--- src/rtl/core/adaptive_prediction_residual_mapper_unit_macros.svh ---
// ----------------------------------------------------------------------------
// Assertion macros for the adaptive prediction residual mapper
// Concurrent property shorthands shared by apm_mac and apm_predict.
// ----------------------------------------------------------------------------
`ifndef ADAPTIVE_PREDICTION_RESIDUAL_MAPPER_UNIT_MACROS_SVH
`define ADAPTIVE_PREDICTION_RESIDUAL_MAPPER_UNIT_MACROS_SVH

// Same-cycle implication, disabled during reset.
`define APM_ASSERT_IMPL(label, clk, rst, ante, cons) \
  label: assert property (@(posedge clk) disable iff (rst) (ante) |-> (cons)) \
    else $error("apm: same-cycle check failed");

// Next-cycle implication, disabled during reset.
`define APM_ASSERT_NEXT(label, clk, rst, ante, cons) \
  label: assert property (@(posedge clk) disable iff (rst) (ante) |=> (cons)) \
    else $error("apm: next-cycle check failed");

`endif

--- src/rtl/core/apm_pkg.sv ---
// ----------------------------------------------------------------------------
// apm_pkg
// Types and constants shared by the residual mapper modules.
// ----------------------------------------------------------------------------
package apm_pkg;

  localparam int SAMPLE_BITS          = 16;
  localparam int LOCAL_SUM_MID_FACTOR = 4;
  localparam int ACC_W                = 64;
  localparam int CFG_IDX_W            = 3;
  localparam int CFG_DATA_W           = 16;

  // Configuration register indexes
  localparam logic [CFG_IDX_W-1:0] CFG_SAMPLE_MIN        = 3'd0;
  localparam logic [CFG_IDX_W-1:0] CFG_SAMPLE_MAX        = 3'd1;
  localparam logic [CFG_IDX_W-1:0] CFG_SAMPLE_MID        = 3'd2;
  localparam logic [CFG_IDX_W-1:0] CFG_WEIGHT_RESOLUTION = 3'd3;
  localparam logic [CFG_IDX_W-1:0] CFG_REGISTER_SIZE     = 3'd4;
  localparam logic [CFG_IDX_W-1:0] CFG_PRECEDING_BANDS   = 3'd5;

  localparam logic [6:0] REG_SIZE_MIN = 7'd32;
  localparam logic [6:0] REG_SIZE_MAX = 7'd64;

  typedef struct packed {
    logic [15:0] sample_min;
    logic [15:0] sample_max;
    logic [15:0] sample_mid;
    logic [4:0]  weight_resolution;
    logic [6:0]  register_size;
    logic [3:0]  preceding_bands;
  } apm_cfg_t;

  typedef struct packed {
    logic [15:0] current_sample;
    logic [15:0] prev_band_sample;
    logic        first_pixel;
    logic        first_band;
  } apm_pix_t;

  typedef struct packed {
    logic [18:0] diff_value;
    logic [21:0] weight_value;
    logic        term_valid;
    logic        last_term;
    logic [17:0] local_sum;
    apm_pix_t    pix;
  } apm_term_t;

  typedef struct packed {
    logic [ACC_W-1:0] dot;
    logic [ACC_W-1:0] offs;
    apm_pix_t         pix;
  } apm_sum_t;

  typedef struct packed {
    logic [16:0] scaled_prediction;
    logic [15:0] current_sample;
  } apm_pred_t;

endpackage

--- src/rtl/core/apm_mac.sv ---
// ----------------------------------------------------------------------------
// apm_mac
// Input register, weight-difference product and dot-product accumulator.
// ----------------------------------------------------------------------------
`include "adaptive_prediction_residual_mapper_unit_macros.svh"

module apm_mac (
  input  logic                 clk,
  input  logic                 rst,
  input  apm_pkg::apm_cfg_t    cfg,
  input  logic                 up_valid,
  output logic                 up_ready,
  input  apm_pkg::apm_term_t   up_data,
  output logic                 dn_valid,
  input  logic                 dn_ready,
  output apm_pkg::apm_sum_t    dn_data
);

  logic                      v0;
  apm_pkg::apm_term_t        t0;
  logic                      v1;
  logic [apm_pkg::ACC_W-1:0] s1_prod;
  logic [apm_pkg::ACC_W-1:0] s1_offs;
  logic                      s1_last;
  apm_pkg::apm_pix_t         s1_pix;
  logic                      v2;
  logic [apm_pkg::ACC_W-1:0] acc;

  logic                      rdy0;
  logic                      rdy1;
  logic                      rdy2;
  logic signed [40:0]        prod_full;
  logic [apm_pkg::ACC_W-1:0] prod_ext;
  logic [apm_pkg::ACC_W-1:0] offs_base;
  logic [apm_pkg::ACC_W-1:0] offs_next;
  logic [apm_pkg::ACC_W-1:0] acc_sum;

  assign rdy2     = !v2 || dn_ready;
  assign rdy1     = !v1 || rdy2;
  assign rdy0     = !v0 || rdy1;
  assign up_ready = rdy0;
  assign dn_valid = v2;

  assign prod_full = $signed(t0.diff_value) * $signed(t0.weight_value);
  assign prod_ext  = t0.term_valid ? apm_pkg::ACC_W'(prod_full) : '0;
  assign offs_base = apm_pkg::ACC_W'(t0.local_sum)
                   - apm_pkg::ACC_W'(cfg.sample_mid)
                     * apm_pkg::ACC_W'(apm_pkg::LOCAL_SUM_MID_FACTOR);
  assign offs_next = offs_base << cfg.weight_resolution;
  assign acc_sum   = acc + s1_prod;

  always_ff @(posedge clk) begin
    if (rst) begin
      v0  <= 1'b0;
      v1  <= 1'b0;
      v2  <= 1'b0;
      acc <= '0;
    end else begin
      if (rdy0) begin
        v0 <= up_valid;
      end
      if (rdy1) begin
        v1 <= v0;
      end
      // drop non-last transactions once their term is in the accumulator
      if (rdy2) begin
        v2 <= v1 && s1_last;
      end
      if (v1 && rdy2) begin
        acc <= s1_last ? '0 : acc_sum;
      end
    end
  end

  always_ff @(posedge clk) begin
    if (up_valid && rdy0) begin
      t0 <= up_data;
    end
    if (v0 && rdy1) begin
      s1_prod <= prod_ext;
      s1_offs <= offs_next;
      s1_last <= t0.last_term;
      s1_pix  <= t0.pix;
    end
    if (v1 && s1_last && rdy2) begin
      dn_data.dot  <= acc_sum;
      dn_data.offs <= s1_offs;
      dn_data.pix  <= s1_pix;
    end
  end

  `APM_ASSERT_NEXT(a_acc_clear, clk, rst, v1 && s1_last && rdy2, acc == '0)
  `APM_ASSERT_NEXT(a_sum_hold, clk, rst, v2 && !dn_ready, v2 && $stable(dn_data))

endmodule

--- src/rtl/core/apm_predict.sv ---
// ----------------------------------------------------------------------------
// apm_predict
// Offset add, modular wrap, arithmetic shift, mid offset, clipping and first-pixel selection.
// ----------------------------------------------------------------------------
`include "adaptive_prediction_residual_mapper_unit_macros.svh"

module apm_predict (
  input  logic                 clk,
  input  logic                 rst,
  input  apm_pkg::apm_cfg_t    cfg,
  input  logic                 up_valid,
  output logic                 up_ready,
  input  apm_pkg::apm_sum_t    up_data,
  output logic                 dn_valid,
  input  logic                 dn_ready,
  output apm_pkg::apm_pred_t   dn_data
);

  logic                      v3;
  logic [apm_pkg::ACC_W-1:0] hp3;
  apm_pkg::apm_pix_t         pix3;
  logic                      v4;
  logic [apm_pkg::ACC_W-1:0] sh4;
  apm_pkg::apm_pix_t         pix4;
  logic                      v5;

  logic                      rdy3;
  logic                      rdy4;
  logic                      rdy5;
  logic [6:0]                r_eff;
  logic [5:0]                top_bit;
  logic [5:0]                shamt;
  logic [apm_pkg::ACC_W-1:0] wrapped;
  logic [apm_pkg::ACC_W-1:0] shifted;
  logic signed [63:0]        hr;
  logic signed [63:0]        lo64;
  logic signed [63:0]        hi64;
  logic signed [63:0]        clip_lo;
  logic signed [63:0]        clip_hi;
  logic [16:0]               lo17;
  logic [16:0]               hi17;
  logic [16:0]               sp_calc;
  logic [16:0]               sp_first;
  logic [16:0]               sp_next;

  assign rdy5     = !v5 || dn_ready;
  assign rdy4     = !v4 || rdy5;
  assign rdy3     = !v3 || rdy4;
  assign up_ready = rdy3;
  assign dn_valid = v5;

  // stage 4: wrap to R bits, then shift by resolution plus one
  always_comb begin
    if (cfg.register_size < apm_pkg::REG_SIZE_MIN) begin
      r_eff = apm_pkg::REG_SIZE_MIN;
    end else if (cfg.register_size > apm_pkg::REG_SIZE_MAX) begin
      r_eff = apm_pkg::REG_SIZE_MAX;
    end else begin
      r_eff = cfg.register_size;
    end
    top_bit = 6'(r_eff - 7'd1);
    for (int i = 0; i < apm_pkg::ACC_W; i++) begin
      wrapped[i] = (7'(i) < r_eff) ? hp3[i] : hp3[top_bit];
    end
  end

  assign shamt   = {1'b0, cfg.weight_resolution} + 6'd1;
  assign shifted = $signed(wrapped) >>> shamt;

  // stage 5: add mid offset, clip, or take the first-pixel prediction
  assign lo17    = {cfg.sample_min, 1'b0};
  assign hi17    = {cfg.sample_max, 1'b1};
  assign lo64    = $signed(64'(lo17));
  assign hi64    = $signed(64'(hi17));
  assign hr      = $signed(sh4) + $signed(64'({cfg.sample_mid, 1'b1}));
  assign clip_lo = (hr < lo64) ? lo64 : hr;
  assign clip_hi = (clip_lo > hi64) ? hi64 : clip_lo;
  assign sp_calc = clip_hi[16:0];

  assign sp_first = (pix4.first_band || cfg.preceding_bands == 4'd0)
                  ? {cfg.sample_mid, 1'b0} : {pix4.prev_band_sample, 1'b0};
  assign sp_next  = pix4.first_pixel ? sp_first : sp_calc;

  always_ff @(posedge clk) begin
    if (rst) begin
      v3 <= 1'b0;
      v4 <= 1'b0;
      v5 <= 1'b0;
    end else begin
      if (rdy3) begin
        v3 <= up_valid;
      end
      if (rdy4) begin
        v4 <= v3;
      end
      if (rdy5) begin
        v5 <= v4;
      end
    end
  end

  always_ff @(posedge clk) begin
    if (up_valid && rdy3) begin
      hp3  <= up_data.dot + up_data.offs;
      pix3 <= up_data.pix;
    end
    if (v3 && rdy4) begin
      sh4  <= shifted;
      pix4 <= pix3;
    end
    if (v4 && rdy5) begin
      dn_data.scaled_prediction <= sp_next;
      dn_data.current_sample    <= pix4.current_sample;
    end
  end

  `APM_ASSERT_IMPL(a_clip_range, clk, rst, v4 && cfg.sample_min <= cfg.sample_max, sp_calc >= lo17 && sp_calc <= hi17)

endmodule

--- src/rtl/core/apm_map.sv ---
// ----------------------------------------------------------------------------
// apm_map
// Maps the prediction residual and holds the result register.
// ----------------------------------------------------------------------------
module apm_map (
  input  logic                 clk,
  input  logic                 rst,
  input  apm_pkg::apm_cfg_t    cfg,
  input  logic                 up_valid,
  output logic                 up_ready,
  input  apm_pkg::apm_pred_t   up_data,
  output logic                 out_valid,
  input  logic                 out_stall,
  output logic [16:0]          scaled_prediction,
  output logic [15:0]          mapped_residual
);

  logic                v6;
  logic                rdy6;
  logic [15:0]         pred;
  logic signed [18:0]  delta;
  logic signed [18:0]  t1;
  logic signed [18:0]  t2;
  logic signed [18:0]  omega;
  logic signed [18:0]  mag;
  logic signed [18:0]  res;
  logic                even;

  assign rdy6      = !v6 || !out_stall;
  assign up_ready  = rdy6;
  assign out_valid = v6;

  assign pred  = up_data.scaled_prediction[16:1];
  assign even  = !up_data.scaled_prediction[0];
  assign delta = $signed(19'(up_data.current_sample)) - $signed(19'(pred));
  assign t1    = $signed(19'(pred)) - $signed(19'(cfg.sample_min));
  assign t2    = $signed(19'(cfg.sample_max)) - $signed(19'(pred));
  assign omega = (t1 > t2) ? t2 : t1;
  assign mag   = (delta < 0) ? -delta : delta;

  always_comb begin
    if (mag > omega) begin
      res = mag + omega;
    end else if ((even && delta >= 0) || (!even && delta <= 0)) begin
      res = mag <<< 1;
    end else begin
      res = (mag <<< 1) - 19'sd1;
    end
  end

  always_ff @(posedge clk) begin
    if (rst) begin
      v6 <= 1'b0;
    end else if (rdy6) begin
      v6 <= up_valid;
    end
  end

  always_ff @(posedge clk) begin
    if (up_valid && rdy6) begin
      scaled_prediction <= up_data.scaled_prediction;
      mapped_residual   <= res[15:0];
    end
  end

endmodule

--- src/rtl/core/adaptive_prediction_residual_mapper_unit.sv ---
// ----------------------------------------------------------------------------
// adaptive_prediction_residual_mapper_unit
// Dot-product accumulation, scaled prediction and residual mapping.
// ----------------------------------------------------------------------------
// Channel | Direction | Handshake            | Payload
// in      | sink      | in_valid / in_stall  | one weight/difference term + pixel info
// cfg     | sink      | cfg_valid / cfg_ready| cfg_index, cfg_data
// out     | source    | out_valid / out_stall| scaled_prediction, mapped_residual
//
// One transaction is taken per cycle while in_stall is low; the MAC sets it.
// After its last term is accepted, a pixel's result passes registers v0 to v6.
// Reset is synchronous; no clearing pass, the block is ready when reset falls.
// A stalled output fills the seven stage registers before in_stall rises.
// cfg_ready is always high.
// ----------------------------------------------------------------------------
module adaptive_prediction_residual_mapper_unit (
  input  logic                            clk,
  input  logic                            rst,
  input  logic                            in_valid,
  output logic                            in_stall,
  input  logic [18:0]                     diff_value,
  input  logic [21:0]                     weight_value,
  input  logic                            term_valid,
  input  logic                            last_term,
  input  logic [17:0]                     local_sum,
  input  logic [15:0]                     current_sample,
  input  logic [15:0]                     prev_band_sample,
  input  logic                            first_pixel,
  input  logic                            first_band,
  input  logic                            cfg_valid,
  output logic                            cfg_ready,
  input  logic [apm_pkg::CFG_IDX_W-1:0]   cfg_index,
  input  logic [apm_pkg::CFG_DATA_W-1:0]  cfg_data,
  output logic                            out_valid,
  input  logic                            out_stall,
  output logic [16:0]                     scaled_prediction,
  output logic [15:0]                     mapped_residual
);

  localparam logic [15:0] MID_MASK = 16'((32'd1 << apm_pkg::SAMPLE_BITS) - 32'd1);

  logic [15:0]          sample_min;
  logic [15:0]          sample_max;
  logic [15:0]          sample_mid;
  logic [4:0]           weight_resolution;
  logic [6:0]           register_size;
  logic [3:0]           preceding_bands;

  apm_pkg::apm_cfg_t    cfg;
  apm_pkg::apm_term_t   term;
  apm_pkg::apm_sum_t    sum_data;
  apm_pkg::apm_pred_t   pred_data;
  logic                 mac_ready;
  logic                 sum_valid;
  logic                 sum_ready;
  logic                 pred_valid;
  logic                 pred_ready;

  assign cfg_ready = 1'b1;

  always_ff @(posedge clk) begin
    if (rst) begin
      sample_min        <= 16'd0;
      sample_max        <= 16'hFFFF;
      sample_mid        <= 16'h8000;
      weight_resolution <= 5'd13;
      register_size     <= 7'd64;
      preceding_bands   <= 4'd3;
    end else if (cfg_valid && cfg_ready) begin
      case (cfg_index)
        apm_pkg::CFG_SAMPLE_MIN:        sample_min        <= cfg_data;
        apm_pkg::CFG_SAMPLE_MAX:        sample_max        <= cfg_data;
        apm_pkg::CFG_SAMPLE_MID:        sample_mid        <= cfg_data;
        apm_pkg::CFG_WEIGHT_RESOLUTION: weight_resolution <= cfg_data[4:0];
        apm_pkg::CFG_REGISTER_SIZE:     register_size     <= cfg_data[6:0];
        apm_pkg::CFG_PRECEDING_BANDS:   preceding_bands   <= cfg_data[3:0];
        default: ;
      endcase
    end
  end

  always_comb begin
    cfg.sample_min        = sample_min;
    cfg.sample_max        = sample_max;
    cfg.sample_mid        = sample_mid & MID_MASK;
    cfg.weight_resolution = weight_resolution;
    cfg.register_size     = register_size;
    cfg.preceding_bands   = preceding_bands;
  end

  always_comb begin
    term.diff_value           = diff_value;
    term.weight_value         = weight_value;
    term.term_valid           = term_valid;
    term.last_term            = last_term;
    term.local_sum            = local_sum;
    term.pix.current_sample   = current_sample;
    term.pix.prev_band_sample = prev_band_sample;
    term.pix.first_pixel      = first_pixel;
    term.pix.first_band       = first_band;
  end

  assign in_stall = !mac_ready;

  apm_mac u_mac (
    .clk      (clk),
    .rst      (rst),
    .cfg      (cfg),
    .up_valid (in_valid),
    .up_ready (mac_ready),
    .up_data  (term),
    .dn_valid (sum_valid),
    .dn_ready (sum_ready),
    .dn_data  (sum_data)
  );

  apm_predict u_predict (
    .clk      (clk),
    .rst      (rst),
    .cfg      (cfg),
    .up_valid (sum_valid),
    .up_ready (sum_ready),
    .up_data  (sum_data),
    .dn_valid (pred_valid),
    .dn_ready (pred_ready),
    .dn_data  (pred_data)
  );

  apm_map u_map (
    .clk               (clk),
    .rst               (rst),
    .cfg               (cfg),
    .up_valid          (pred_valid),
    .up_ready          (pred_ready),
    .up_data           (pred_data),
    .out_valid         (out_valid),
    .out_stall         (out_stall),
    .scaled_prediction (scaled_prediction),
    .mapped_residual   (mapped_residual)
  );

endmodule
--- config.mk ---
export PLATFORM = sky130hd
export DESIGN_NAME = adaptive_prediction_residual_mapper_unit
export DESIGN_NICKNAME = d
export VERILOG_FILES = /design/src/rtl/core/apm_pkg.sv /design/src/rtl/core/apm_mac.sv /design/src/rtl/core/apm_predict.sv /design/src/rtl/core/apm_map.sv /design/src/rtl/core/adaptive_prediction_residual_mapper_unit.sv
export VERILOG_INCLUDE_DIRS = /design/src /design/src/rtl/core
export SDC_FILE = /design/constraint.sdc
export NUM_CORES = 2
export LEC_CHECK = 0
export BUFFER_PORTS_ARGS = -buffer_cell sky130_fd_sc_hd__buf_4
export CELL_PAD_IN_SITES_DETAIL_PLACEMENT = 1
export CELL_PAD_IN_SITES_GLOBAL_PLACEMENT = 1
export CORE_MARGIN = 2
export CORE_UTILIZATION = 51
export CTS_CLUSTER_DIAMETER = 80
export DETAILED_ROUTE_END_ITERATION = 10
export PLACE_DENSITY_LB_ADDON = 0.1
export SYNTH_ARGS = -nofsm -noshare
export SYNTH_HDL_FRONTEND = slang
export SYNTH_SLANG_ARGS = --single-unit
--- constraint.sdc ---
create_clock -name clk -period 11.4 [get_ports clk]
set_input_delay 0 -clock clk [delete_from_list [all_inputs] [get_ports clk]]
set_output_delay 0 -clock clk [all_outputs]
set_load 0.1 [all_outputs]
# After elaboration in Yosys (flattened, before gate mapping)
# Cells that the tools add are included.
# W data, S select, Z words.
[totals]
inputBits = 119
out_inout_bits = 36
ff_bits = 794
[op_classes]
mux = 77
n_addsub = 12
n_mul = 1
n_eq_ne = 5
n_shift = 2
n_reduce_logical = 38
n_lt_le_gt_ge = 74
[ops]
columns = ["operator", "n"]
rows = [
  ["$lt A6 B7 Y1 const A", 32],
  ["$add A64 B64 Y64", 2],
  ["$mux W64", 2],
  ["$lt A5 B7 Y1 const A", 16],
  ["$mux W1", 65],
  ["$add A64 B18 Y64", 1],
  ["$gt A64 B18 Y1", 1],
  ["$lt A64 B18 Y1", 1],
  ["$shl A64 B5 Y64", 1],
  ["$sshr A64 B6 Y64", 1],
  ["$lt A4 B7 Y1 const A", 8],
  ["$mux W17", 3],
  ["$sub A16 B16 Y17", 3],
  ["$mul A19 B22 Y41", 1],
  ["$gt A19 B19 Y1", 2],
  ["$mux W19", 2],
  ["$mux W16", 2],
  ["$lt A3 B7 Y1 const A", 4],
  ["$neg A17 Y19", 1],
  ["$sub A18 B18 Y19", 1],
  ["$ge A17 B1 Y1 const B", 1],
  ["$le A17 B1 Y1 const B", 1],
  ["$lt A17 B1 Y1 const B", 1],
  ["$add A16 B16 Y16", 1],
  ["other kinds (19)", 56],
]

# Depth between registers and ports, before layout
[logic_depth]
depth_word = 9
depth_mapped = 41
mapped_depth_nobuf = 39

# Hierarchy
# Synthesis repeated with hierarchy kept, for this count alone.
[unflattened]
cells_unflattened = 6382
area_unflattened_um2 = 63457.1
[modules_own_cells]
columns = ["module", "instances", "area_each_um2", "seq_area_each_um2", "cells_per_inst"]
rows = [
  ["apm_mac", 1, 35208.8, 12421.9, 3303],
  ["apm_predict", 1, 19636.3, 6936.7, 2101],
  ["apm_map", 1, 6000.8, 1011.0, 724],
  ["adaptive_prediction_residual_mapper_unit", 1, 2611.3, 1281.2, 254],
]

# Worst setup path before layout
# Ideal clock, no wire load.
[synth_path]
kind = "register -> register"
start = "reg u_map.v6 (netlist: u_map.out_valid)"
end = "reg u_predict.pix4[0] (netlist name), enable pin"
setup_time_ps = 704
n_path_buf = 0
arrival_ps = 8108
slack_ps = 2588
stages_incl_launch_ff = 3
cell_sequence = "dfxtp_1 -> and3_1 -> a21boi_0"
[synth_between]
elab_chain_cells = 5
[synth_lines]
columns = ["element", "line", "rtl"]
rows = [
  ["start: declaration", "apm_map.sv:18", "logic v6;"],
  ["start signal: assignment", "apm_map.sv:55", "v6 <= up_valid;"],
  ["$logic_not A1 Y1", "apm_map.sv:29", "assign rdy6 = !v6 || !out_stall;"],
  ["$logic_or A1 B1 Y1", "apm_map.sv:29", ""],
  ["$logic_or A1 B1 Y1", "apm_predict.sv:46", "assign rdy5 = !v5 || dn_ready;"],
  ["$logic_or A1 B1 Y1", "apm_predict.sv:47", "assign rdy4 = !v4 || rdy5;"],
  ["$logic_and A1 B1 Y1", "apm_predict.sv:107", "if (v3 && rdy4) begin"],
  ["end signal: assignment", "apm_predict.sv:109", "pix4 <= pix3;"],
  ["end: declaration", "apm_predict.sv:24", "apm_pkg::apm_pix_t pix4;"],
]
# No other way between the ends.
# A chain may end at the register's enable or synchronous reset.

# Worst setup path in the final report
[layout_path]
start = "reg u_mac.t0[77] (netlist name)"
end = "reg, netlist name u_mac.s1_prod[40]"
[layout_between]
elab_chain_cells = 1
[layout_lines]
columns = ["element", "line", "rtl"]
rows = [
  ["start: declaration", "apm_mac.sv:20", "apm_pkg::apm_term_t t0;"],
  ["start signal: assignment", "apm_mac.sv:77", "t0 <= up_data;"],
  ["$mul A19 B22 Y41", "apm_mac.sv:44", "assign prod_full = $signed(t0.diff_value) * $signed(t0.weight_value);"],
]
# No other way between the ends.

==> impl_results.md <==
- Unique masters post-synth: 107
- Die Span X: 354 um
- First-pass GRT wire length: 324000 um
- Pwr/cell area: 352 mW/mm^2
- RSZ-0062 raised after global routing: false
- Post-DP Area: 0.0650 mm^2
- Most frequent cells after synthesis: 695 x nand2_1, 631 x edfxtp_1, 599 x inv_1
- CTS resizes: 0
- Max H-tree Level: 3
- Top-count cell post-synth: nand2_1
- Worst-Skew Late Latency: 0.72 ns
- FF-to-FF Start: u_mac.t0[77]
- Detail Route Antenna Nets: 0
- Ys flop type: edfxtp_1
- Delay of the slowest critical-path stage: 1.08 ns
- CTS root buffer: clkbuf_16
- Maximum vdd drop: 642 uV
- FF+latch count, synth: 766
- Comb power frac: 71.9%
- Slowest cell on crit path: fa_1
- Worst Path Class, Setup: register to register
- HP Class: primary input to register
- Post-synth top area share: 30.3%
- Die area: 0.125 mm^2
- LEAKAGE: 29.1 nW
- Total power: 0.0247 W
- Place WS: 2.79 ns
- Startpoint Class: register
- Worst path arrival time: 9.17 ns
- Final Hold Fails: 0
- Setup-failing EPs final: 0
- Worst slew pin tran: 1.26 ns
- Core box area: 0.122 mm^2
- Diode count: 0
- Most common cell on crit path: fa_1
- Drt drc: 0
- Yosys warns: 0
- DRT iter0 DRCs: 3942
- TritonCTS clock tree: done
- Fill count: 13400
- Synth area leader: edfxtp_1
- WL final: 209000 um
- Area grow syn2layout: 12.2%
- Sw power: 0.0119 W
- Number of core rows: 128
- Ports: 155
- Max-cap violations: 0
- Total GRT Usage: 33.2%
- Number of synthesized flops with an enable pin: 631
- Clock skew: 0.0322 ns
- CP startpoint: u_mac.t0[77]
- Max-slew headroom: 15.7%
- Post-CTS setup buffer count: 0
- Detailed Place HPWL: 157000 um
- CTS Buf Count: 90
- Total number of vias: 50700
- Tmin final: 8.62 ns
- Port buffer count: 153
- Setup TNS: 0 ns
- Post-layout nets: 7591
- Clk sinks: 766
- Worst hold start: local_sum[11]
- Register area share after synthesis: 34.7%
- Gpl congestion: 0.947
- Synth async-reset ratio: 0%
- GRT overflow: 0
- Largest cells by area after synthesis: edfxtp_1 30%, fa_1 14%, ha_1 8.2%
- Final Instance Area: 0.0701 mm^2
- CP Capture Type: register
- Reg power frac: 15.7%
- Required time of the critical path: 11.95 ns
- Chip height: 354 um
- Share of cells above drive strength 1: 7.63%
- Internal power: 0.0128 W
- Largest net degree at the start of global routing: 133
- Sw Share: 48.1%
- Post-Syn Area: 0.0625 mm^2
- Number of global-route vias before repair: 54200
- First-pass DRT Iterations: 6
- Crit share post-route: 75.6%
- CP cell instances: and2_1 -> fa_1 -> inv_1 -> fa_1 -> inv_1 -> fa_1 -> fa_1 -> fa_1 -> fa_1 -> ha_1 -> ha_1 -> nor3_1 -> o211ai_1 -> nor4b_1 -> o31ai_1 -> nand4_1 -> nand4b_1 -> nor3_1 -> nor3_1 -> or3_1 -> a21oi_1
- Mean area per synthesized cell: 9.69 um^2
- CP Max Fanout: 22
- FF/Latch Area: 0.0217 mm^2
- Outcome: complete, no violations
- Clk pwr share: 12.4%
- Routed vias/inst: 6.08
- Clock transition at the registers of the reported paths: 0.06 ns
- Slew Limit Fails: 0
- Initial Util: 51.3%
- Drt wl/cell: 25.1 um
- Fin util: 57.6%
- Initial antenna violation count: 4
- Area taken by multi-input logic gates: 0.0375 mm^2
- FMAX: 116 MHz
- Final setup margin: 2.78 ns
- Mapped Cells: 6445
- Clk buf depth: 3
-- layout make-up --
cell class,instances,area share (%)
Multi-Input combinational cell,4761,53.4
Sequential cell,766,30.9
Timing Repair Buffer,409,5.11
Clock buffer,107,3.32
Inverter,605,3.24
Tap cell,1625,2.90
Clock inverter,63,1.11
-- registers in the layout, summed over array words and instances, names as in the netlist, 17 cells and up --
signal / flops
u_mac.dn_data: 148
u_mac.t0: 95
u_mac.acc: 64
u_predict.hp3: 64
u_predict.sh4: 64
u_mac.s1_offs: 50
u_mac.s1_prod: 41
u_mac.s1_pix: 34
u_predict.pix3: 34
u_predict.pix4: 34
u_predict.dn_data: 33
u_map.scaled_prediction: 17
-- timing repair --
item                                    in CTS  in global routing
hold endpoints to repair                   220                  0
hold buffers                               200                  0
endpoints found under the setup margin       0                  0
-- power groups by stage --
stage                     sequential, W  combinational (W)  clock, W
final                           0.00388             0.0177   0.00305
after global routing            0.00389             0.0200   0.00318
after CTS                       0.00388             0.0177   0.00307
after detailed placement        0.00393             0.0175         0
after global placement          0.00393             0.0168         0
after floorplan                 0.00382             0.0130         0
-- worst max-delay path, delay by kind of cell, from the launching register on --
family | cells | cell delay, ns
compound gates | 3 | 0.64
simple gates | 8 | 2.40
buf+inv | 2 | 0.21
fa+ha+maj | 8 | 4.45
flops | 1 | 0.74
-- layout by cell type (no fill, tap or decap), types with 60 or more instances in the layout --
master         instances
nand2_1              694
edfxtp_1             631
inv_1                599
nor2_1               492
fa_1                 428
ha_1                 410
a21oi_1              404
o21ai_0              285
buf_4                208
dlygate4sd3_1        200
and2_1               179
xnor2_1              176
a21o_1               145
dfxtp_1              134
nor3_1               122
mux2i_1              111
nand3_1              107
clkbuf_16             90
xor2_1                87
a211oi_1              73
a22oi_1               67
o211ai_1              64
nand4_1               60
-- metrics by stage --
step	hold WS [ns]	cells
floorplan	0.0989	6446
global placement	0.178	7966
detailed placement	0.179	7966
CTS	0.000536	8336
global route	0.00288	8336
finish	0.0249	8336
-- final timing paths --
path	to	slack, ns	cells past startpoint
setup / recovery	u_mac.s1_prod[40]	2.78	21
hold / removal	u_mac.t0[45]	0.02	2
setup reg to reg	u_mac.s1_prod[40]	2.78	21
hold reg to reg	u_predict.pix4[6]	0.41	0
-- cells by family after synthesis --
group           synth area share, %
buf+inv                        5.64
flops                          34.7
mux                            3.46
other cells                  0.0120
xor+xnor                       3.82
fa+ha+maj                      22.0
compound gates                 15.8
simple gates                   14.6
-- metal layers --
metal	GRT usage [%]	share of wire [%]
met5	0	0.020
met1	40.9	41
met2	59.1	50
met4	13.9	4.6
met3	3.65	4.1
Note: power is estimated with default switching activity, not from simulation.
